--- config.mk ---
export PLATFORM = sky130hd
export DESIGN_NAME = greedy_line_wrap_flat
export DESIGN_NICKNAME = d
export VERILOG_FILES = /design/src/hdl/glw_pkg.sv /design/src/hdl/glw_char_if.sv /design/src/hdl/glw_break_if.sv /design/src/hdl/glw_queue.sv /design/src/hdl/glw_front.sv /design/src/hdl/glw_emit.sv /design/src/hdl/greedy_line_wrap.sv /design/src/flat_wrapper.sv
export SDC_FILE = /design/constraint.sdc
export NUM_CORES = 1
export LEC_CHECK = 0
export BUFFER_PORTS_ARGS = -buffer_cell sky130_fd_sc_hd__buf_2
export CELL_PAD_IN_SITES_DETAIL_PLACEMENT = 1
export CELL_PAD_IN_SITES_GLOBAL_PLACEMENT = 1
export CORE_MARGIN = 2
export CORE_UTILIZATION = 30
export DETAILED_ROUTE_END_ITERATION = 8
export PLACE_DENSITY = 0.63
export SLEW_MARGIN = 30
export SYNTH_ARGS = -nofsm -noshare
export SYNTH_HDL_FRONTEND = slang
export SYNTH_SLANG_ARGS = --single-unit
export TNS_END_PERCENT = 100
--- constraint.sdc ---
create_clock -name clk -period 24.3 [get_ports clk]
set_clock_uncertainty 0.15 [all_clocks]
set_input_delay 7.29 -clock clk [delete_from_list [all_inputs] [get_ports clk]]
set_output_delay 7.29 -clock clk [all_outputs]
set_load 0.02 [all_outputs]
--- src/hdl/glw_pkg.sv ---
// ----------------------------------------------------------------------------
// Greedy line wrap package
// Character codes, configuration register map and shared types.
// ----------------------------------------------------------------------------
package glw_pkg;

  localparam logic [7:0] CH_CR    = 8'd13;
  localparam logic [7:0] CH_LF    = 8'd10;
  localparam logic [7:0] CH_SPACE = 8'd32;
  localparam logic [7:0] CH_TAB   = 8'd9;

  localparam int CFG_INDEX_BITS  = 2;
  localparam int CFG_DATA_BITS   = 24;
  localparam int WRAP_WIDTH_BITS = 16;

  localparam logic [WRAP_WIDTH_BITS-1:0] WRAP_WIDTH_RESET = '1;

  // One item can start at most this many new lines.
  localparam int MAX_BREAKS       = 3;
  localparam int BREAK_COUNT_BITS = 2;

  // Entries in the queue between the wrap engine and the output stage.
  localparam int QUEUE_DEPTH = 4;

  typedef enum logic [CFG_INDEX_BITS-1:0] {
    REG_WRAP_ENABLE = 2'd0,
    REG_WRAP_WIDTH  = 2'd1,
    REG_START_POS   = 2'd2
  } cfg_reg_t;

  typedef struct packed {
    logic                     write;
    cfg_reg_t                 index;
    logic [CFG_DATA_BITS-1:0] data;
  } cfg_write_t;

endpackage

--- src/hdl/glw_char_if.sv ---
// ----------------------------------------------------------------------------
// Character channel
// Valid/ready channel carrying one character and its glyph width per item.
// ----------------------------------------------------------------------------
interface glw_char_if;
  logic       valid;
  logic       ready;
  logic [7:0] char_code;
  logic [7:0] char_width;
  logic       last_char;

  modport source (output valid, char_code, char_width, last_char, input ready);
  modport sink (input valid, char_code, char_width, last_char, output ready);
endinterface

--- src/hdl/glw_break_if.sv ---
// ----------------------------------------------------------------------------
// Line break channel
// Valid/ready channel carrying one line start position per item.
// ----------------------------------------------------------------------------
interface glw_break_if #(
  parameter int POSITION_BITS = 24
);
  logic                     valid;
  logic                     ready;
  logic [POSITION_BITS-1:0] break_pos;
  logic                     run_end;

  modport source (output valid, break_pos, run_end, input ready);
  modport sink (input valid, break_pos, run_end, output ready);
endinterface

--- src/hdl/glw_queue.sv ---
// ----------------------------------------------------------------------------
// Break record queue
// Small flop-based FIFO between the wrap engine and the output stage.
// ----------------------------------------------------------------------------
module glw_queue #(
  parameter int DATA_BITS = 74
) (
  input  logic                 clk,
  input  logic                 rst,
  input  logic                 push,
  input  logic [DATA_BITS-1:0] push_data,
  output logic                 ready,
  output logic                 valid,
  input  logic                 pop,
  output logic [DATA_BITS-1:0] head_data
);

  localparam int PTR_BITS = $clog2(glw_pkg::QUEUE_DEPTH);

  logic [DATA_BITS-1:0] store [glw_pkg::QUEUE_DEPTH];
  logic [PTR_BITS-1:0]  wr_ptr;
  logic [PTR_BITS-1:0]  rd_ptr;
  logic [PTR_BITS:0]    count;

  assign ready     = count != (PTR_BITS + 1)'(glw_pkg::QUEUE_DEPTH);
  assign valid     = count != '0;
  assign head_data = store[rd_ptr];

  always_ff @(posedge clk) begin
    if (rst) begin
      wr_ptr <= '0;
      rd_ptr <= '0;
      count  <= '0;
    end else begin
      if (push) begin
        wr_ptr <= wr_ptr + PTR_BITS'(1);
      end
      if (pop) begin
        rd_ptr <= rd_ptr + PTR_BITS'(1);
      end
      if (push && !pop) begin
        count <= count + (PTR_BITS + 1)'(1);
      end else if (pop && !push) begin
        count <= count - (PTR_BITS + 1)'(1);
      end
    end
  end

  always_ff @(posedge clk) begin
    if (push) begin
      store[wr_ptr] <= push_data;
    end
  end

endmodule

--- src/hdl/glw_front.sv ---
// ----------------------------------------------------------------------------
// Greedy line wrap engine
// Accepts characters, classifies them, tracks the line state and produces
// the list of line starts that each character causes.
// ----------------------------------------------------------------------------
module glw_front #(
  parameter int POSITION_BITS = 24,
  parameter int WIDTH_BITS    = 16
) (
  input  logic                                  clk,
  input  logic                                  rst,
  input  glw_pkg::cfg_write_t                   cfg,
  glw_char_if.sink                              chars,
  input  logic                                  queue_ready,
  output logic                                  push,
  output logic [glw_pkg::BREAK_COUNT_BITS-1:0]  push_count,
  output logic [glw_pkg::MAX_BREAKS-1:0][POSITION_BITS-1:0] push_pos
);

  localparam int SUM_BITS = (WIDTH_BITS > glw_pkg::WRAP_WIDTH_BITS ?
                             WIDTH_BITS : glw_pkg::WRAP_WIDTH_BITS) + 1;

  // Configuration registers.
  logic                                  wrap_enable;
  logic [glw_pkg::WRAP_WIDTH_BITS-1:0]   wrap_width;
  logic [POSITION_BITS-1:0]              start_pos;

  // Line state.
  logic [POSITION_BITS-1:0]              position;
  logic                                  pending_cr;
  logic [WIDTH_BITS-1:0]                 line_width;
  logic [WIDTH_BITS-1:0]                 tail_width;
  logic                                  has_bp;
  logic [POSITION_BITS-1:0]              bp_pos;

  logic [POSITION_BITS-1:0]              position_next;
  logic                                  pending_cr_next;
  logic [WIDTH_BITS-1:0]                 line_width_next;
  logic [WIDTH_BITS-1:0]                 tail_width_next;
  logic                                  has_bp_next;
  logic [POSITION_BITS-1:0]              bp_pos_next;

  logic                                  accept;
  logic                                  is_cr;
  logic                                  is_lf;
  logic                                  is_ws;
  logic                                  done;
  logic [WIDTH_BITS-1:0]                 lw1;
  logic [WIDTH_BITS-1:0]                 tail1;
  logic                                  has1;
  logic [POSITION_BITS-1:0]              bp1;
  logic [POSITION_BITS-1:0]              pos_inc;
  logic [POSITION_BITS-1:0]              bp_inc;
  logic [SUM_BITS-1:0]                   sum_line;
  logic [SUM_BITS-1:0]                   sum_tail;
  logic [SUM_BITS-1:0]                   limit;
  logic [WIDTH_BITS-1:0]                 sat_line;
  logic [WIDTH_BITS-1:0]                 sat_tail;
  logic [WIDTH_BITS-1:0]                 glyph;
  logic                                  fit_line;
  logic                                  fit_tail;
  logic                                  fit_empty;
  logic [glw_pkg::BREAK_COUNT_BITS-1:0]  n;
  logic [glw_pkg::MAX_BREAKS-1:0][POSITION_BITS-1:0] brk;

  assign accept      = chars.valid && chars.ready;
  assign chars.ready = queue_ready;

  assign is_cr = chars.char_code == glw_pkg::CH_CR;
  assign is_lf = chars.char_code == glw_pkg::CH_LF;
  assign is_ws = chars.char_code == glw_pkg::CH_SPACE ||
                 chars.char_code == glw_pkg::CH_TAB;

  // A held CR that is not followed by LF ends its line before this item,
  // so the item then sees an empty line.
  assign lw1   = pending_cr ? '0 : line_width;
  assign tail1 = pending_cr ? '0 : tail_width;
  assign has1  = pending_cr ? 1'b0 : has_bp;
  assign bp1   = pending_cr ? '0 : bp_pos;

  assign pos_inc = position + POSITION_BITS'(1);
  assign bp_inc  = bp1 + POSITION_BITS'(1);
  assign glyph   = WIDTH_BITS'(chars.char_width);

  assign sum_line = SUM_BITS'(lw1) + SUM_BITS'(chars.char_width);
  assign sum_tail = SUM_BITS'(tail1) + SUM_BITS'(chars.char_width);
  assign limit    = SUM_BITS'(wrap_width);

  assign fit_line  = !wrap_enable || sum_line <= limit;
  assign fit_tail  = !wrap_enable || sum_tail <= limit;
  assign fit_empty = !wrap_enable || SUM_BITS'(chars.char_width) <= limit;

  // Widths saturate at the all-ones value of the width registers.
  assign sat_line = sum_line[WIDTH_BITS] ? '1 : sum_line[WIDTH_BITS-1:0];
  assign sat_tail = sum_tail[WIDTH_BITS] ? '1 : sum_tail[WIDTH_BITS-1:0];

  always_comb begin
    n               = '0;
    brk             = '0;
    done            = 1'b0;
    pending_cr_next = 1'b0;
    line_width_next = lw1;
    tail_width_next = tail1;
    has_bp_next     = has1;
    bp_pos_next     = bp1;

    if (pending_cr) begin
      if (is_lf) begin
        brk[n] = pos_inc;
        n      = n + 2'd1;
        done   = 1'b1;
      end else begin
        brk[n] = position;
        n      = n + 2'd1;
      end
    end

    if (!done) begin
      if (is_cr) begin
        if (chars.last_char) begin
          brk[n] = pos_inc;
          n      = n + 2'd1;
        end else begin
          pending_cr_next = 1'b1;
        end
      end else if (is_lf) begin
        brk[n]          = pos_inc;
        n               = n + 2'd1;
        line_width_next = '0;
        tail_width_next = '0;
        has_bp_next     = 1'b0;
        bp_pos_next     = '0;
      end else if (fit_line) begin
        line_width_next = sat_line;
        tail_width_next = is_ws ? '0 : sat_tail;
        has_bp_next     = is_ws || has1;
        bp_pos_next     = is_ws ? position : bp1;
      end else if (lw1 == '0) begin
        // A glyph wider than the limit stands alone on its line.
        brk[n]          = pos_inc;
        n               = n + 2'd1;
        line_width_next = '0;
        tail_width_next = '0;
        has_bp_next     = 1'b0;
        bp_pos_next     = '0;
      end else if (is_ws || !has1) begin
        // Break before this character, then retry it on an empty line.
        brk[n] = position;
        n      = n + 2'd1;
        if (fit_empty) begin
          line_width_next = glyph;
          tail_width_next = is_ws ? '0 : glyph;
          has_bp_next     = is_ws;
          bp_pos_next     = is_ws ? position : '0;
        end else begin
          brk[n]          = pos_inc;
          n               = n + 2'd1;
          line_width_next = '0;
          tail_width_next = '0;
          has_bp_next     = 1'b0;
          bp_pos_next     = '0;
        end
      end else begin
        // Break after the last space; the trailing word moves down.
        brk[n]      = bp_inc;
        n           = n + 2'd1;
        has_bp_next = 1'b0;
        bp_pos_next = '0;
        if (fit_tail) begin
          line_width_next = sat_tail;
          tail_width_next = sat_tail;
        end else if (tail1 == '0) begin
          brk[n]          = pos_inc;
          n               = n + 2'd1;
          line_width_next = '0;
          tail_width_next = '0;
        end else begin
          brk[n] = position;
          n      = n + 2'd1;
          if (fit_empty) begin
            line_width_next = glyph;
            tail_width_next = glyph;
          end else begin
            brk[n]          = pos_inc;
            n               = n + 2'd1;
            line_width_next = '0;
            tail_width_next = '0;
          end
        end
      end
    end

    position_next = pos_inc;
    if (chars.last_char) begin
      position_next   = start_pos;
      pending_cr_next = 1'b0;
      line_width_next = '0;
      tail_width_next = '0;
      has_bp_next     = 1'b0;
      bp_pos_next     = '0;
    end
  end

  assign push       = accept && n != '0;
  assign push_count = n;
  assign push_pos   = brk;

  always_ff @(posedge clk) begin
    if (rst) begin
      wrap_enable <= 1'b1;
      wrap_width  <= glw_pkg::WRAP_WIDTH_RESET;
      start_pos   <= '0;
      position    <= '0;
      pending_cr  <= 1'b0;
      line_width  <= '0;
      tail_width  <= '0;
      has_bp      <= 1'b0;
      bp_pos      <= '0;
    end else begin
      if (accept) begin
        position   <= position_next;
        pending_cr <= pending_cr_next;
        line_width <= line_width_next;
        tail_width <= tail_width_next;
        has_bp     <= has_bp_next;
        bp_pos     <= bp_pos_next;
      end
      if (cfg.write) begin
        case (cfg.index)
          glw_pkg::REG_WRAP_ENABLE: begin
            wrap_enable <= cfg.data[0];
          end
          glw_pkg::REG_WRAP_WIDTH: begin
            wrap_width <= cfg.data[glw_pkg::WRAP_WIDTH_BITS-1:0];
          end
          glw_pkg::REG_START_POS: begin
            start_pos <= POSITION_BITS'(cfg.data);
            position  <= POSITION_BITS'(cfg.data);
          end
          default: begin
          end
        endcase
      end
    end
  end

endmodule

--- src/hdl/glw_emit.sv ---
// ----------------------------------------------------------------------------
// Line break output stage
// Unrolls each queued break record onto the output channel, one line start
// per item, and marks the last one of each record.
// ----------------------------------------------------------------------------
module glw_emit #(
  parameter int POSITION_BITS = 24
) (
  input  logic                                  clk,
  input  logic                                  rst,
  input  logic                                  head_valid,
  input  logic [glw_pkg::BREAK_COUNT_BITS-1:0]  head_count,
  input  logic [glw_pkg::MAX_BREAKS-1:0][POSITION_BITS-1:0] head_pos,
  output logic                                  pop,
  glw_break_if.source                           breaks
);

  logic                                  out_valid;
  logic [POSITION_BITS-1:0]              out_pos;
  logic                                  out_end;
  logic [glw_pkg::BREAK_COUNT_BITS-1:0]  idx;
  logic                                  load;
  logic                                  last_of_record;

  assign load           = head_valid && (!out_valid || breaks.ready);
  assign last_of_record = (idx + 2'd1) == head_count;
  assign pop            = load && last_of_record;

  assign breaks.valid     = out_valid;
  assign breaks.break_pos = out_pos;
  assign breaks.run_end   = out_end;

  always_ff @(posedge clk) begin
    if (rst) begin
      out_valid <= 1'b0;
      idx       <= '0;
    end else if (load) begin
      out_valid <= 1'b1;
      idx       <= last_of_record ? '0 : idx + 2'd1;
    end else if (breaks.ready) begin
      out_valid <= 1'b0;
    end
  end

  always_ff @(posedge clk) begin
    if (load) begin
      out_pos <= head_pos[idx];
      out_end <= last_of_record;
    end
  end

endmodule

--- src/hdl/greedy_line_wrap.sv ---
// ----------------------------------------------------------------------------
// Greedy line wrap
// Streams characters with glyph widths and emits the positions where new
// lines start.
// ----------------------------------------------------------------------------
// The block takes one character per clock as long as its four-entry break
// queue has room; an item that starts no new line takes no queue entry.
// Each character starts zero to three lines, and the output channel
// delivers one line start per clock from a registered stage while the
// receiver is ready, so with dense breaks the output side sets the pace.
// The first line start of an item passes through the queue and then the
// output register. All wrap state is updated in the accepting cycle by a
// single add-and-compare step, so the next item can follow at once.
// Writing start_pos also reloads the running position; after an item
// marked as the last character the line state returns to its reset values
// and the position restarts at start_pos.
module greedy_line_wrap #(
  parameter int POSITION_BITS = 24,
  parameter int WIDTH_BITS    = 16
) (
  input  logic                                clk,
  input  logic                                rst,
  input  logic                                cfg_write,
  input  logic [glw_pkg::CFG_INDEX_BITS-1:0]  cfg_index,
  input  logic [glw_pkg::CFG_DATA_BITS-1:0]   cfg_data,
  glw_char_if.sink                            chars,
  glw_break_if.source                         breaks
);

  localparam int REC_BITS = glw_pkg::BREAK_COUNT_BITS +
                            glw_pkg::MAX_BREAKS * POSITION_BITS;

  glw_pkg::cfg_write_t                          cfg;
  logic                                         push;
  logic [glw_pkg::BREAK_COUNT_BITS-1:0]         push_count;
  logic [glw_pkg::MAX_BREAKS-1:0][POSITION_BITS-1:0] push_pos;
  logic                                         queue_ready;
  logic                                         head_valid;
  logic                                         pop;
  logic [REC_BITS-1:0]                          head_data;
  logic [glw_pkg::BREAK_COUNT_BITS-1:0]         head_count;
  logic [glw_pkg::MAX_BREAKS-1:0][POSITION_BITS-1:0] head_pos;

  assign cfg.write = cfg_write;
  assign cfg.index = glw_pkg::cfg_reg_t'(cfg_index);
  assign cfg.data  = cfg_data;

  glw_front #(
    .POSITION_BITS (POSITION_BITS),
    .WIDTH_BITS    (WIDTH_BITS)
  ) u_front (
    .clk         (clk),
    .rst         (rst),
    .cfg         (cfg),
    .chars       (chars),
    .queue_ready (queue_ready),
    .push        (push),
    .push_count  (push_count),
    .push_pos    (push_pos)
  );

  glw_queue #(
    .DATA_BITS (REC_BITS)
  ) u_queue (
    .clk       (clk),
    .rst       (rst),
    .push      (push),
    .push_data ({push_count, push_pos}),
    .ready     (queue_ready),
    .valid     (head_valid),
    .pop       (pop),
    .head_data (head_data)
  );

  assign head_count = head_data[REC_BITS-1 -: glw_pkg::BREAK_COUNT_BITS];
  assign head_pos   = head_data[glw_pkg::MAX_BREAKS*POSITION_BITS-1:0];

  glw_emit #(
    .POSITION_BITS (POSITION_BITS)
  ) u_emit (
    .clk        (clk),
    .rst        (rst),
    .head_valid (head_valid),
    .head_count (head_count),
    .head_pos   (head_pos),
    .pop        (pop),
    .breaks     (breaks)
  );

endmodule

--- src/flat_wrapper.sv ---
// flat-port wrapper written by rule: the top's interface ports become plain ports
module greedy_line_wrap_flat 
#(
  parameter int POSITION_BITS = 24,
  parameter int WIDTH_BITS    = 16
)
  (clk, rst, cfg_write, cfg_index, cfg_data, chars_valid, chars_char_code, chars_char_width, chars_last_char, chars_ready, breaks_valid, breaks_break_pos, breaks_run_end, breaks_ready);
  glw_char_if chars_i ();
  glw_break_if #(.POSITION_BITS(POSITION_BITS)) breaks_i ();
  input  logic clk;
  input  logic rst;
  input  logic cfg_write;
  input  logic [glw_pkg::CFG_INDEX_BITS-1:0] cfg_index;
  input  logic [glw_pkg::CFG_DATA_BITS-1:0] cfg_data;
  input wire logic [$bits(chars_i.valid)-1:0] chars_valid;
  input wire logic [$bits(chars_i.char_code)-1:0] chars_char_code;
  input wire logic [$bits(chars_i.char_width)-1:0] chars_char_width;
  input wire logic [$bits(chars_i.last_char)-1:0] chars_last_char;
  output wire logic [$bits(chars_i.ready)-1:0] chars_ready;
  output wire logic [$bits(breaks_i.valid)-1:0] breaks_valid;
  output wire logic [$bits(breaks_i.break_pos)-1:0] breaks_break_pos;
  output wire logic [$bits(breaks_i.run_end)-1:0] breaks_run_end;
  input wire logic [$bits(breaks_i.ready)-1:0] breaks_ready;
  assign chars_i.valid = chars_valid;
  assign chars_i.char_code = chars_char_code;
  assign chars_i.char_width = chars_char_width;
  assign chars_i.last_char = chars_last_char;
  assign chars_ready = chars_i.ready;
  assign breaks_valid = breaks_i.valid;
  assign breaks_break_pos = breaks_i.break_pos;
  assign breaks_run_end = breaks_i.run_end;
  assign breaks_i.ready = breaks_ready;
  greedy_line_wrap #(.POSITION_BITS(POSITION_BITS), .WIDTH_BITS(WIDTH_BITS)) u_core (.clk(clk), .rst(rst), .cfg_write(cfg_write), .cfg_index(cfg_index), .cfg_data(cfg_data), .chars(chars_i), .breaks(breaks_i));
endmodule
# Word-level counts from Yosys, hierarchy flattened
# Memories as Yosys holds them, arrays and structs flattened. A register that Yosys moved wholly into a read port is not among the register bits.
# Index checks and enable logic that the tools add are counted.
[op_classes]
add_sub_neg = 12
order_cmp = 10
eq_ne = 8
mux = 102
n_reduce_logical = 31
[op_table]
columns = ["cell", "count"]
rows = [
  ["$mux 72", 11],
  ["$bwmux 72", 7],
  ["$mux 24", 21],
  ["$mux 16", 20],
  ["$demux 24 s2", 3],
  ["$add 24x1->24 const B", 2],
  ["$bmux 24 s2", 1],
  ["$add 16x8->17", 2],
  ["$le 17x16->1", 2],
  ["$logic_not 16->1", 2],
  ["$mux 8", 4],
  ["$mux 2", 14],
  ["$eq 8x4->1 const B", 3],
  ["$mux 1", 19],
  ["$le 8x16->1", 1],
  ["$add 2x1->2 const B", 6],
  ["$lt 2x3->1 const B", 4],
  ["$logic_and 1x1->1", 9],
  ["$eq 8x6->1 const B", 1],
  ["$logic_or 1x1->1", 7],
  ["$ge 2x1->1 const B", 3],
  ["$mux 3", 2],
  ["$reduce_and 2->1", 3],
  ["$reduce_bool 2->1", 3],
  ["9 further kinds", 13],
]
[totals]
register_bits = 158
ram_bits = 296
inputBits = 48
out_inout_bits = 27
elab_cells = 180
memories = 1
[memory_table]
columns = ["memory", "depth", "word_bits", "read_ports", "rd_ports_with_merged_regs", "wr", "line_no", "text"]
rows = [
  ["u_core.u_queue.store", 4, 74, 1, 1, 1, "glw_queue.sv:20", "logic [DATA_BITS-1:0] store [glw_pkg::QUEUE_DEPTH];"],
]

# Logic depth before layout (Yosys ltp)
# Gate-level depths: netlist (run 1).
[depth]
word_depth = 19
depth_mapped = 30
mapped_depth_nobuf = 24

# Hierarchy
# A second synthesis (run 1) with hierarchy kept.
[hier_totals]
hier_cells = 2173
area_unflattened_um2 = 23796.6
[by_module_without_submodules]
columns = ["mod", "instances", "cells_per_inst", "area_per_inst_um2", "seq_area_each_um2"]
rows = [
  ["glw_front", 1, 1612, 11215.8, 2462.4],
  ["glw_queue", 1, 431, 11110.7, 9068.7],
  ["glw_emit", 1, 130, 1470.2, 810.8],
]

# Worst setup path before layout (run 1)
# OpenSTA, ideal clock, no wires.
[synth_path]
path_type = "input port to flip-flop"
from = "input chars_char_width[0]"
to = "memory u_core.u_queue.store[0][0], enable pin"
setup_ns = 0.440
arrival_ns = 12.860
t_required_ns = 23.710
slack_ns = 10.849
path_stages = 17
n_path_buf = 0
path_cell_list = "ha_1 fa_1 and3_1 o2bb2ai_1 o31ai_1 nand3_1 and4b_1 a2111o_1 ha_1 a21o_1 a21oi_1 o21ai_0 o31a_1 o311ai_1 o311ai_2 a31oi_4 and2_1"
[synth_via]
elab_chain_cells = 15
word_cells_on_any_way = 22
[synth_lines]
columns = ["item", "line_no", "text"]
rows = [
  ["start: declaration", "flat_wrapper.sv:17", "input wire logic [$bits(chars_i.char_width)-1:0] chars_char_width;"],
  ["branches (longest 7 deep; another with $add 16x8->17)", "--", ""],
  ["$mux 2 *", "glw_front.sv:133", "end else if (fit_line) begin"],
  ["$mux 2 *", "glw_front.sv:126", "end else if (is_lf) begin"],
  ["$mux 2 *", "glw_front.sv:119", "if (is_cr) begin"],
  ["$mux 2 *", "glw_front.sv:118", "if (!done) begin"],
  ["$reduce_bool 2->1 *", "glw_front.sv:204", "assign push = accept && n != '0;"],
  ["$logic_and 1x1->1 *", "glw_front.sv:204", ""],
  ["via u_core.push", "greedy_line_wrap.sv:34", "logic push;"],
  ["$mux 1 *", "glw_queue.sv:50", "if (push) begin"],
  ["$mux 1 (implied by the code) *", "glw_queue.sv:51", "store[wr_ptr] <= push_data;"],
  ["end: declaration", "glw_queue.sv:20", ""],
]
# Mark *: on every way through the listed nets, which the timed path passes.

# Final worst setup path (run 1)
[layout_path]
from = "input chars_char_width[1]"
to = "memory u_core.u_queue.store[3][38], enable pin"
# Same word-level chain as after synthesis.

==> impl_metrics.py, run 1 <==
metrics = {
    "outcome": {
        "status": "finished clean",
    },
    "power_and_ir_drop": {
        "sequentialPowerShare_pct": 48.4,
        "swShare_pct": 25.3,
        "vdd_drop_max_v": 0.0000523,
        "power.total_mw": 1.73,
        "p_clk_share_pct": 43.7,
        "p_int_mw": 1.29,
        "p_switching_uw": 439,
        "power_frac_comb_pct": 7.9,
        "p_leak_nw": 9.57,
        "p_per_area_nw_per_um2": 62.9,
    },
    "clock_tree": {
        "cts_resized": 0,
        "cts_setup_buffers": 0,
        "htree_levels": 2,
        "cts_tree": "built",
        "cts_buffer_depth": 3,
        "clk_latency_ns": 0.63,
        "cts.sinks": 456,
        "cts_made_buffers": 51,
        "postCtsHoldBufs": 0,
        "clockRootBuffer": "clkbuf_16",
        "clk_pin_slew_worst_paths_ns": 0.06,
    },
    "yosys": {
        "syn_area_sq_um": 24400,
        "synth-edff-count": 321,
        "synth-main-ff-cell": "edfxtp_1",
        "synthArstFlopShare_pct": 0,
        "synth_most_common_cell": "edfxtp_1",
        "yosys.area_share.simple_pct": 13.8,
        "synth_top_area_cell": "edfxtp_1",
        "synth_xor_area_share_pct": 3.15,
        "ys_seq_area_share_pct": 50.6,
        "synth_top_family_by_area": "compound AO/OA/AOI/OAI gates",
        "netlist_instances": 2315,
        "ys_warn_count": 0,
        "synth-adder-area-share_pct": 3.72,
        "syn_area_per_cell_sq_um": 10.5,
        "synth_area_leaders": "edfxtp_1, dfxtp_1, mux4_2",
        "synth_fp_nets": 2433,
        "netlist_top_cells_count": "edfxtp_1, nand2_1, nor2_1",
        "synth_compound_area_share_pct": 16.3,
        "synth_cell_type_count": 95,
        "synth_top_cell_area_share_pct": 39.5,
        "synthMuxAreaShare_pct": 8.53,
        "synth-seq-cells": 456,
    },
    "setup_path": {
        "crit_type": "in2reg",
        "start_kind": "input pin",
        "required_ns": 24.38,
        "startpoint": "chars_char_width[1]",
        "crit_family": "compound AO/OA/AOI/OAI gates",
        "endpoint_kind": "flip-flop",
        "slowest_stage": "buf_4",
        "critPathBufInv": 3,
        "crit_end": "u_core.u_queue.store[3][38]$_DFFE_PP_",
        "cp_data_arrival_time_ns": 13.10,
        "path_depth": 19,
        "crit_chain": "buf_2 > ha_1 > a21o_1 > maj3_1 > a31oi_1 > and2_1 > a211oi_1 > or2_1 > mux2_2 > ha_1 > a2111oi_0 > o21ai_0 > o31a_1 > o311ai_2 > buf_4 > o311ai_2 > a31oi_4 > and2_4 > buf_4",
        "rr_worst_depth": 19,
        "worst-path-max-fanout": 47,
        "r2r_end": "u_core.u_queue.store[3][38]$_DFFE_PP_",
        "ff2ff_setup_slack_ns": 17.33,
        "slowest_delay_ns": 0.68,
        "reg2reg_from": "u_core.u_front.pending_cr$_SDFFE_PP0P_",
    },
    "cells_and_area": {
        "nNetsFinal": 2444,
        "syn_to_final_growth_pct": 12.7,
        "insertedDiodeCount": 0,
        "drive_above_1_share_pct": 13.4,
        "fin_cells": 3424,
        "final_area_sq_um": 27500,
    },
    "grt": {
        "grt_pass1_wl_mm": 126,
        "groute.usage.overall_pct": 19.7,
        "global_route.overflow_total": 0,
        "grt_pass1_vias": 19700,
        "grt_max_degree": 84,
        "antenna_found_initial": 0,
    },
    "detailed_routing": {
        "routed_wl_mm": 83.4,
        "post_drt_wl_per_cell_um": 24.4,
        "first_pass_iters": 5,
        "drt-initial-drc-count": 1618,
        "antenna_left": 0,
        "drc": 0,
        "routed-via-count": 19200,
        "viasPerCell": 5.62,
    },
    "place": {
        "gp_congestion": 0.887,
        "placed_cell_area_sq_um": 25900,
        "port_buffers": 74,
        "post-place-ws_ns": 10.63,
        "dp_cells": 3332,
        "hpwl_mm": 59.4,
    },
    "sta": {
        "tightest_slew_ns": 0.978,
        "setup_viol": 0,
        "fin_ws_ns": 11.28,
        "grt_setup_unrepaired": "no",
        "fmax_ghz": 0.0768,
        "fin_crit_sh_pct": 53.6,
        "min_period_ns": 13.02,
        "finalMaxSlewViolations": 0,
        "tns_ns": 0,
        "hold_viol": 0,
        "max-slew-margin-rel_pct": 34.1,
    },
    "min_path": {
        "hold_path_class": "reg2reg",
    },
    "floorplanning": {
        "start_util_pct": 30.3,
        "ios": 75,
        "die_area_sq_um": 83700,
        "die_height_um": 289,
        "die_w_um": 289,
        "fp-row-count": 104,
        "core-area_sq_um": 80500,
    },
    "flow_run": {
        "cap_violations": 0,
    },
}
## area by class of cell
cell class / count / area (sq um)
multi-input cells: 1619 / 11200
fillers: 8972 / 53000
clock inverters: 28 / 313
inverters: 76 / 285
repair buffers: 122 / 742
well taps: 1060 / 1330
clock buffers: 63 / 1320
flip-flops and latches: 456 / 12400
## power groups by stage
stage                     Sequential, mW  Clock [mW]  Combinational [mW]
final                              0.839       0.756               0.137
after global placement             0.855           0               0.132
after CTS                          0.839       0.775               0.135
after detailed placement           0.855           0               0.134
after floorplan                    0.849           0              0.0860
after global routing               0.840       0.801               0.148
## sequential cells by signal (all words and copies together) (netlist names), named ones only
signal                          flops
u_core.u_front.position            24
u_core.u_emit.breaks.run_end        1
u_core.u_queue.rd_ptr               2
u_core.u_queue.store              296
u_core.u_emit.breaks.valid          1
u_core.u_queue.wr_ptr               2
u_core.u_front.wrap_width          16
u_core.u_emit.breaks.break_pos     24
u_core.u_front.start_pos           24
u_core.u_front.bp_pos              24
u_core.u_front.line_width          16
u_core.u_queue.count                3
u_core.u_front.pending_cr           1
u_core.u_front.wrap_enable          1
u_core.u_emit.idx                   2
u_core.u_front.has_bp               1
u_core.u_front.tail_width          16
## worst min-delay path, stage by stage (launching register included)
cell,delay [ns]
dfxtp_1,0.31
nand2_1,0.05
a21oi_1,0.05
## cells by family after synthesis
| logic type | after synthesis |
|---|---|
| DFF | 456 |
| xor gates and xnor gates | 86 |
| and+or+nand+nor | 720 |
| muxes | 115 |
| AOI/OAI and AO/OA | 627 |
| adders and majority gates | 71 |
| buffers and inverters | 240 |
## cells in the final DEF (no fill, tap or decap), drive strengths merged, types with 15 or more instances in the layout
cell    netlist  layout
edfxtp      321     321
nand2       235     235
nor2        223     223
a21oi       195     195
o21ai       145     145
dfxtp       135     135
buf          50     121
inv          75      77
mux4         74      74
xnor2        67      67
ha           67      67
clkbuf      114      64
o22ai        56      56
nor3         45      45
a22oi        41      41
mux2i        36      36
nor2b        35      35
nand3        33      33
and3         22      22
nor4         20      20
and2         20      20
nand4        19      19
clkinv        1      19
xor2         18      18
a211o        18      18
o31ai        17      17
or3          16      16
a221oi       16      16
a211oi       15      15
## routing by layer
layer  vias to the layer above  wire length [um]  global-route usage, %
met2                       597             38300                   31.7
met4                         0              2080                   5.44
met3                       124              4580                   2.53
li1                       8687                 -                      -
met1                      9836             38500                   27.9
met5                         -                 0                      0
## per-stage QoR
step / util (%) / hold slack (ns)
floorplan: - / 0.283
global placement: 32.1 / 0.293
detailed placement: 32.1 / 0.299
CTS: 34.1 / 0.307
global route: 34.2 / 0.322
finish: 34.2 / 0.306
## worst min path at each step
| stage | start | endpoint | slack, ns | depth (start not counted) |
|---|---|---|---|---|
| after CTS | u_core.u_front.start_pos[11]$_SDFFE_PP0P_ | u_core.u_front.start_pos[11]$_SDFFE_PP0P_ | 0.31 | 2 |
| after detailed placement | u_core.u_front.start_pos[11]$_SDFFE_PP0P_ | u_core.u_front.start_pos[11]$_SDFFE_PP0P_ | 0.30 | 2 |
| after global placement | u_core.u_front.start_pos[14]$_SDFFE_PP0P_ | u_core.u_front.start_pos[14]$_SDFFE_PP0P_ | 0.29 | 2 |
| after floorplan | u_core.u_front.start_pos[14]$_SDFFE_PP0P_ | u_core.u_front.start_pos[14]$_SDFFE_PP0P_ | 0.28 | 2 |
| final | u_core.u_front.start_pos[11]$_SDFFE_PP0P_ | u_core.u_front.start_pos[11]$_SDFFE_PP0P_ | 0.31 | 2 |
| after global routing | u_core.u_front.start_pos[11]$_SDFFE_PP0P_ | u_core.u_front.start_pos[11]$_SDFFE_PP0P_ | 0.32 | 2 |
Note: power is estimated with default switching activity, not from simulation.
==> inputs of run 2 (changes only) <==
Clock period 24.3 ns to 12.6 ns, I/O delays scaled along.
==> run 2 against run 1 <==
  * Critical path type unchanged
  * Combinational power is 91% higher
  * Design area increased by 0.23%
  * Die area did not move
  * Non-clock buffer count is 1 lower
  * Clock power up 100%
  * Global-route usage is 0.23 points lower
  * Power rose by 96%
  * Flip-flop and latch count unchanged
==> impl_metrics.py, run 2 (synthesized netlist as in run 1, its figures left out) <==
metrics = {
    "outcome": {
        "status": "finished clean",
    },
    "cells_and_area": {
        "largest_reg_flops": 296,
        "drive_above_1_share_pct": 13.6,
        "insertedDiodeCount": 0,
        "max_flop_register": "u_core.u_queue.store",
        "nFillCells": 8941,
        "layout_commonest_cell": "edfxtp_1",
        "syn_to_final_growth_pct": 13.0,
        "final_cell_mix": "edfxtp_1, nand2_1, nor2_1",
        "final_core_util_pct": 34.2,
        "nNetsFinal": 2443,
        "fin_cells": 3426,
    },
    "min_path": {
        "hold_path_class": "reg2reg",
        "hold-path-cell-count": 2,
    },
    "clock_tree": {
        "htree_levels": 2,
        "clk_pin_slew_worst_paths_ns": 0.06,
        "clk_latency_ns": 0.62,
        "postCtsHoldBufs": 0,
        "cts_made_buffers": 51,
        "cts_buffer_depth": 3,
        "cts_resized": 0,
        "cts.sinks": 456,
        "cts_setup_buffers": 0,
        "cts_tree": "built",
        "clockRootBuffer": "clkbuf_16",
    },
    "grt": {
        "grt_pass1_vias": 19600,
        "global_route.overflow_total": 0,
        "antenna_found_initial": 0,
        "groute.usage.overall_pct": 19.5,
        "grt_max_degree": 84,
        "grt_pass1_wl_mm": 125,
    },
    "power_and_ir_drop": {
        "vdd_drop_max_v": 0.0000939,
        "p_per_area_nw_per_um2": 123,
        "p_leak_nw": 9.62,
    },
    "detailed_routing": {
        "first_pass_iters": 5,
        "viasPerCell": 5.59,
        "antenna_left": 0,
        "post_drt_wl_per_cell_um": 24.2,
        "drc": 0,
        "routed-via-count": 19100,
        "drt-initial-drc-count": 1504,
        "routed_wl_mm": 82.9,
    },
    "sta": {
        "tightest_slew_ns": 1.07,
        "whs_ns": 0.306,
        "setup_viol": 0,
        "min_period_ns": 9.55,
        "finalMaxSlewViolations": 0,
        "fmax_ghz": 0.105,
        "max-slew-margin-rel_pct": 28.3,
        "fin_crit_sh_pct": 75.8,
        "hold_viol": 0,
        "grt_setup_unrepaired": "no",
        "fin_ws_ns": 3.05,
        "tns_ns": 0,
    },
    "floorplanning": {
        "die_height_um": 289,
        "die_area_sq_um": 83700,
        "fp-row-count": 104,
        "core-area_sq_um": 80500,
        "start_util_pct": 30.3,
        "die_w_um": 289,
        "ios": 75,
    },
    "setup_path": {
        "rr_worst_depth": 20,
        "worst-path-max-fanout": 51,
        "start_kind": "input pin",
        "required_ns": 12.72,
        "crit_type": "in2reg",
        "cp_data_arrival_time_ns": 9.67,
        "endpoint_kind": "flip-flop",
    },
    "place": {
        "post-place-ws_ns": 2.42,
        "hpwl_mm": 59.2,
        "gp_congestion": 0.892,
        "dp_cells": 3331,
        "port_buffers": 74,
    },
    "flow_run": {
        "cap_violations": 0,
    },
}
-- run 2: cell count changes in the layout (fill, tap and decap cells not counted), sizes merged --
cell / change
clkbuf: -5
bufinv: +3
buf: -1
inv: -1
clkinvlp: -1
clkinv: +7
-- run 2: worst paths after layout --
kind                                            startpoint                                  endpoint  slack (ns)
setup / recovery                       chars_char_width[0]     u_core.u_queue.store[0][32]$_DFFE_PP_        3.05
hold / removal    u_core.u_front.start_pos[0]$_SDFFE_PP0P_  u_core.u_front.start_pos[0]$_SDFFE_PP0P_        0.31
setup reg to reg    u_core.u_front.pending_cr$_SDFFE_PP0P_     u_core.u_queue.store[0][32]$_DFFE_PP_        5.62
hold reg to reg   u_core.u_front.start_pos[0]$_SDFFE_PP0P_  u_core.u_front.start_pos[0]$_SDFFE_PP0P_        0.31
-- run 2: through the flow --
step                total power [mW]  area (sq um)
global placement                1.90         25800
floorplan                       1.80         24400
detailed placement              1.91         25800
global route                    3.51         27600
CTS                             3.44         27600
finish                          3.40         27600
-- run 2: report_power, final --
part / total, mW / switching, mW / internal (mW) / leakage, nW
combinational: 0.261 / 0.181 / 0.0800 / 4.55
sequential: 1.62 / 0.0213 / 1.60 / 4.24
clock: 1.52 / 0.646 / 0.875 / 0.831
-- run 2: final cells by class --
cell class	instances	area, sq um	area share, %
Sequential cell	456	12400	44.8
Clock inverter	36	418	1.52
Timing Repair Buffer	121	727	2.64
Inverter	76	285	1.03
Tap cell	1060	1330	4.81
Clock buffer	58	1300	4.72
Multi-Input combinational cell	1619	11200	40.5
-- run 2: critical path, cell delays in order --
cell and delay, ns:
buf_2 0.13, ha_1 0.23, fa_1 0.49, o221ai_1 0.25, o22ai_1 0.20, o311ai_1 0.33, nand3_1 0.30, and4b_1 0.29
a2111o_1 0.30, ha_1 0.29, a21o_1 0.19, a21oi_1 0.14, o21ai_0 0.12, o31a_1 0.37, o311ai_2 0.23, buf_4 0.28
o311ai_2 0.15, a31oi_4 0.31, and2_4 0.71, buf_4 0.47
-- run 2: routing by layer --
| layer | share of wire [%] | vias up | GRT usage [%] |
|---|---|---|---|
| li1 | - | 8718 | - |
| met1 | 46 | 9700 | 27.6 |
| met2 | 46 | 569 | 31.0 |
| met3 | 5.3 | 148 | 2.69 |
| met4 | 2.7 | 0 | 5.71 |
| met5 | 0 | - | 0 |
==> inputs of run 3 (changes only) <==
Clock period 12.6 ns to 9.1 ns, I/O delays scaled along.
==> run 3 against run 2 <==
  * Sequential power up 38%
  * Via count down 0.25%
  * Wire length down 1.5%
  * Largest power group unchanged
  * Register-to-register slack worse by 3.1 ns
  * Critical path depth up 2
  * Setup slack worse by 2.1 ns
  * Critical endpoint is now u_core.u_queue.count[2]$_SDFFE_PP0P_
  * Design area about the same
==> impl_metrics.py, run 3 (synthesized netlist as in run 1, its figures left out) <==
metrics = {
    "outcome": {
        "status": "finished clean",
    },
    "sta": {
        "max-slew-margin-rel_pct": 32.2,
        "grt_setup_unrepaired": "no",
        "min_period_ns": 8.10,
        "fin_crit_sh_pct": 89.1,
        "tns_ns": 0,
        "hold_viol": 0,
        "fin_ws_ns": 0.995,
        "fmax_ghz": 0.123,
        "whs_ns": 0.307,
        "finalMaxSlewViolations": 0,
        "tightest_slew_ns": 1.01,
        "setup_viol": 0,
    },
    "clock_tree": {
        "cts_tree": "built",
        "htree_levels": 2,
        "clk_latency_ns": 0.62,
        "cts.sinks": 456,
        "clk_pin_slew_worst_paths_ns": 0.06,
        "cts_made_buffers": 50,
        "clockRootBuffer": "clkbuf_16",
        "cts_buffer_depth": 3,
        "postCtsHoldBufs": 0,
        "cts_resized": 0,
        "cts_setup_buffers": 0,
    },
    "power_and_ir_drop": {
        "vdd_drop_max_v": 0.000160,
        "power.total_mw": 4.64,
        "p_per_area_nw_per_um2": 168,
        "p_leak_nw": 9.61,
    },
    "setup_path": {
        "slowest_delay_ns": 0.53,
        "start_kind": "input pin",
        "cp_data_arrival_time_ns": 8.48,
        "crit_type": "in2reg",
        "ff2ff_setup_slack_ns": 2.49,
        "slowest_stage": "a31oi_1",
        "worst_path_most_repeated_cell": "ha_1",
        "endpoint_kind": "flip-flop",
        "required_ns": 9.48,
        "crit_chain": "buf_2 > ha_1 > a21o_1 > maj3_1 > a31oi_1 > nand2_1 > a211oi_1 > xor2_1 > nor2_1 > ha_1 > a2111oi_0 > o21ai_0 > o31a_1 > o311ai_2 > o311ai_2 > a31oi_4 > ha_1 > inv_1 > fa_1 > xor2_1 > or3_1 > a21oi_1",
        "critPathBufInv": 2,
        "crit_family": "compound AO/OA/AOI/OAI gates",
        "worst-path-max-fanout": 7,
    },
    "detailed_routing": {
        "routed-via-count": 19100,
        "antenna_left": 0,
        "routed_wl_mm": 81.6,
        "viasPerCell": 5.57,
        "first_pass_iters": 6,
        "drt-initial-drc-count": 1548,
        "post_drt_wl_per_cell_um": 23.8,
        "drc": 0,
    },
    "cells_and_area": {
        "final_cell_mix": "edfxtp_1, nand2_1, nor2_1",
        "largest_reg_flops": 296,
        "final_area_sq_um": 27600,
        "drive_above_1_share_pct": 13.5,
        "layout_commonest_cell": "edfxtp_1",
        "insertedDiodeCount": 0,
        "max_flop_register": "u_core.u_queue.store",
        "nNetsFinal": 2446,
        "final_core_util_pct": 34.3,
        "syn_to_final_growth_pct": 13.1,
        "fin_cells": 3427,
    },
    "floorplanning": {
        "fp-row-count": 104,
        "die_height_um": 289,
        "die_w_um": 289,
        "start_util_pct": 30.3,
        "core-area_sq_um": 80500,
        "die_area_sq_um": 83700,
        "ios": 75,
    },
    "place": {
        "port_buffers": 74,
        "gp_congestion": 0.875,
        "placed_cell_area_sq_um": 25900,
        "hpwl_mm": 57.7,
        "dp_cells": 3335,
        "post-place-ws_ns": 0.409,
    },
    "min_path": {
        "hold_path_class": "reg2reg",
    },
    "grt": {
        "grt_pass1_vias": 19500,
        "groute.usage.overall_pct": 19.4,
        "grt_max_degree": 86,
        "antenna_found_initial": 0,
        "grt_pass1_wl_mm": 125,
        "global_route.overflow_total": 0,
    },
    "flow_run": {
        "cap_violations": 0,
    },
}
run 3: path summary, 6_finish.rpt:
| path | depth (start not counted) | start | to |
|---|---|---|---|
| worst max-delay path | 22 | chars_char_width[1] | u_core.u_queue.count[2]$_SDFFE_PP0P_ |
| worst min-delay path | 2 | u_core.u_front.start_pos[8]$_SDFFE_PP0P_ | u_core.u_front.start_pos[8]$_SDFFE_PP0P_ |
| worst max register to register | 22 | u_core.u_front.pending_cr$_SDFFE_PP0P_ | u_core.u_queue.count[2]$_SDFFE_PP0P_ |
| worst min register to register | 2 | u_core.u_front.start_pos[8]$_SDFFE_PP0P_ | u_core.u_front.start_pos[8]$_SDFFE_PP0P_ |
run 3: metal layers:
layer,part of all wire [%],vias up,GRT usage (%)
met5,0,-,0
met4,2.3,0,5.39
met3,4.9,129,2.42
met2,46,532,30.9
met1,47,9719,27.7
li1,-,8707,-
run 3: power breakdown:
group	internal [mW]	leakage, nW	switching (mW)
clock network	1.19	0.792	0.853
logic	0.110	4.58	0.246
registers	2.21	4.24	0.0300
run 3: cell type report:
type / instances / area [sq um]
repair buffers: 125 / 811
flip-flops and latches: 456 / 12400
fillers: 8918 / 53000
inverters: 76 / 285
well taps: 1060 / 1330
multi-input cells: 1619 / 11200
clock inverters: 23 / 309
clock buffers: 68 / 1350
run 3: tightest hold or removal path: cells and delay by family, from the launching register on:
family	cells	cell delay, ns
compound gates	1	0.05
simple gates	1	0.05
flops	1	0.31
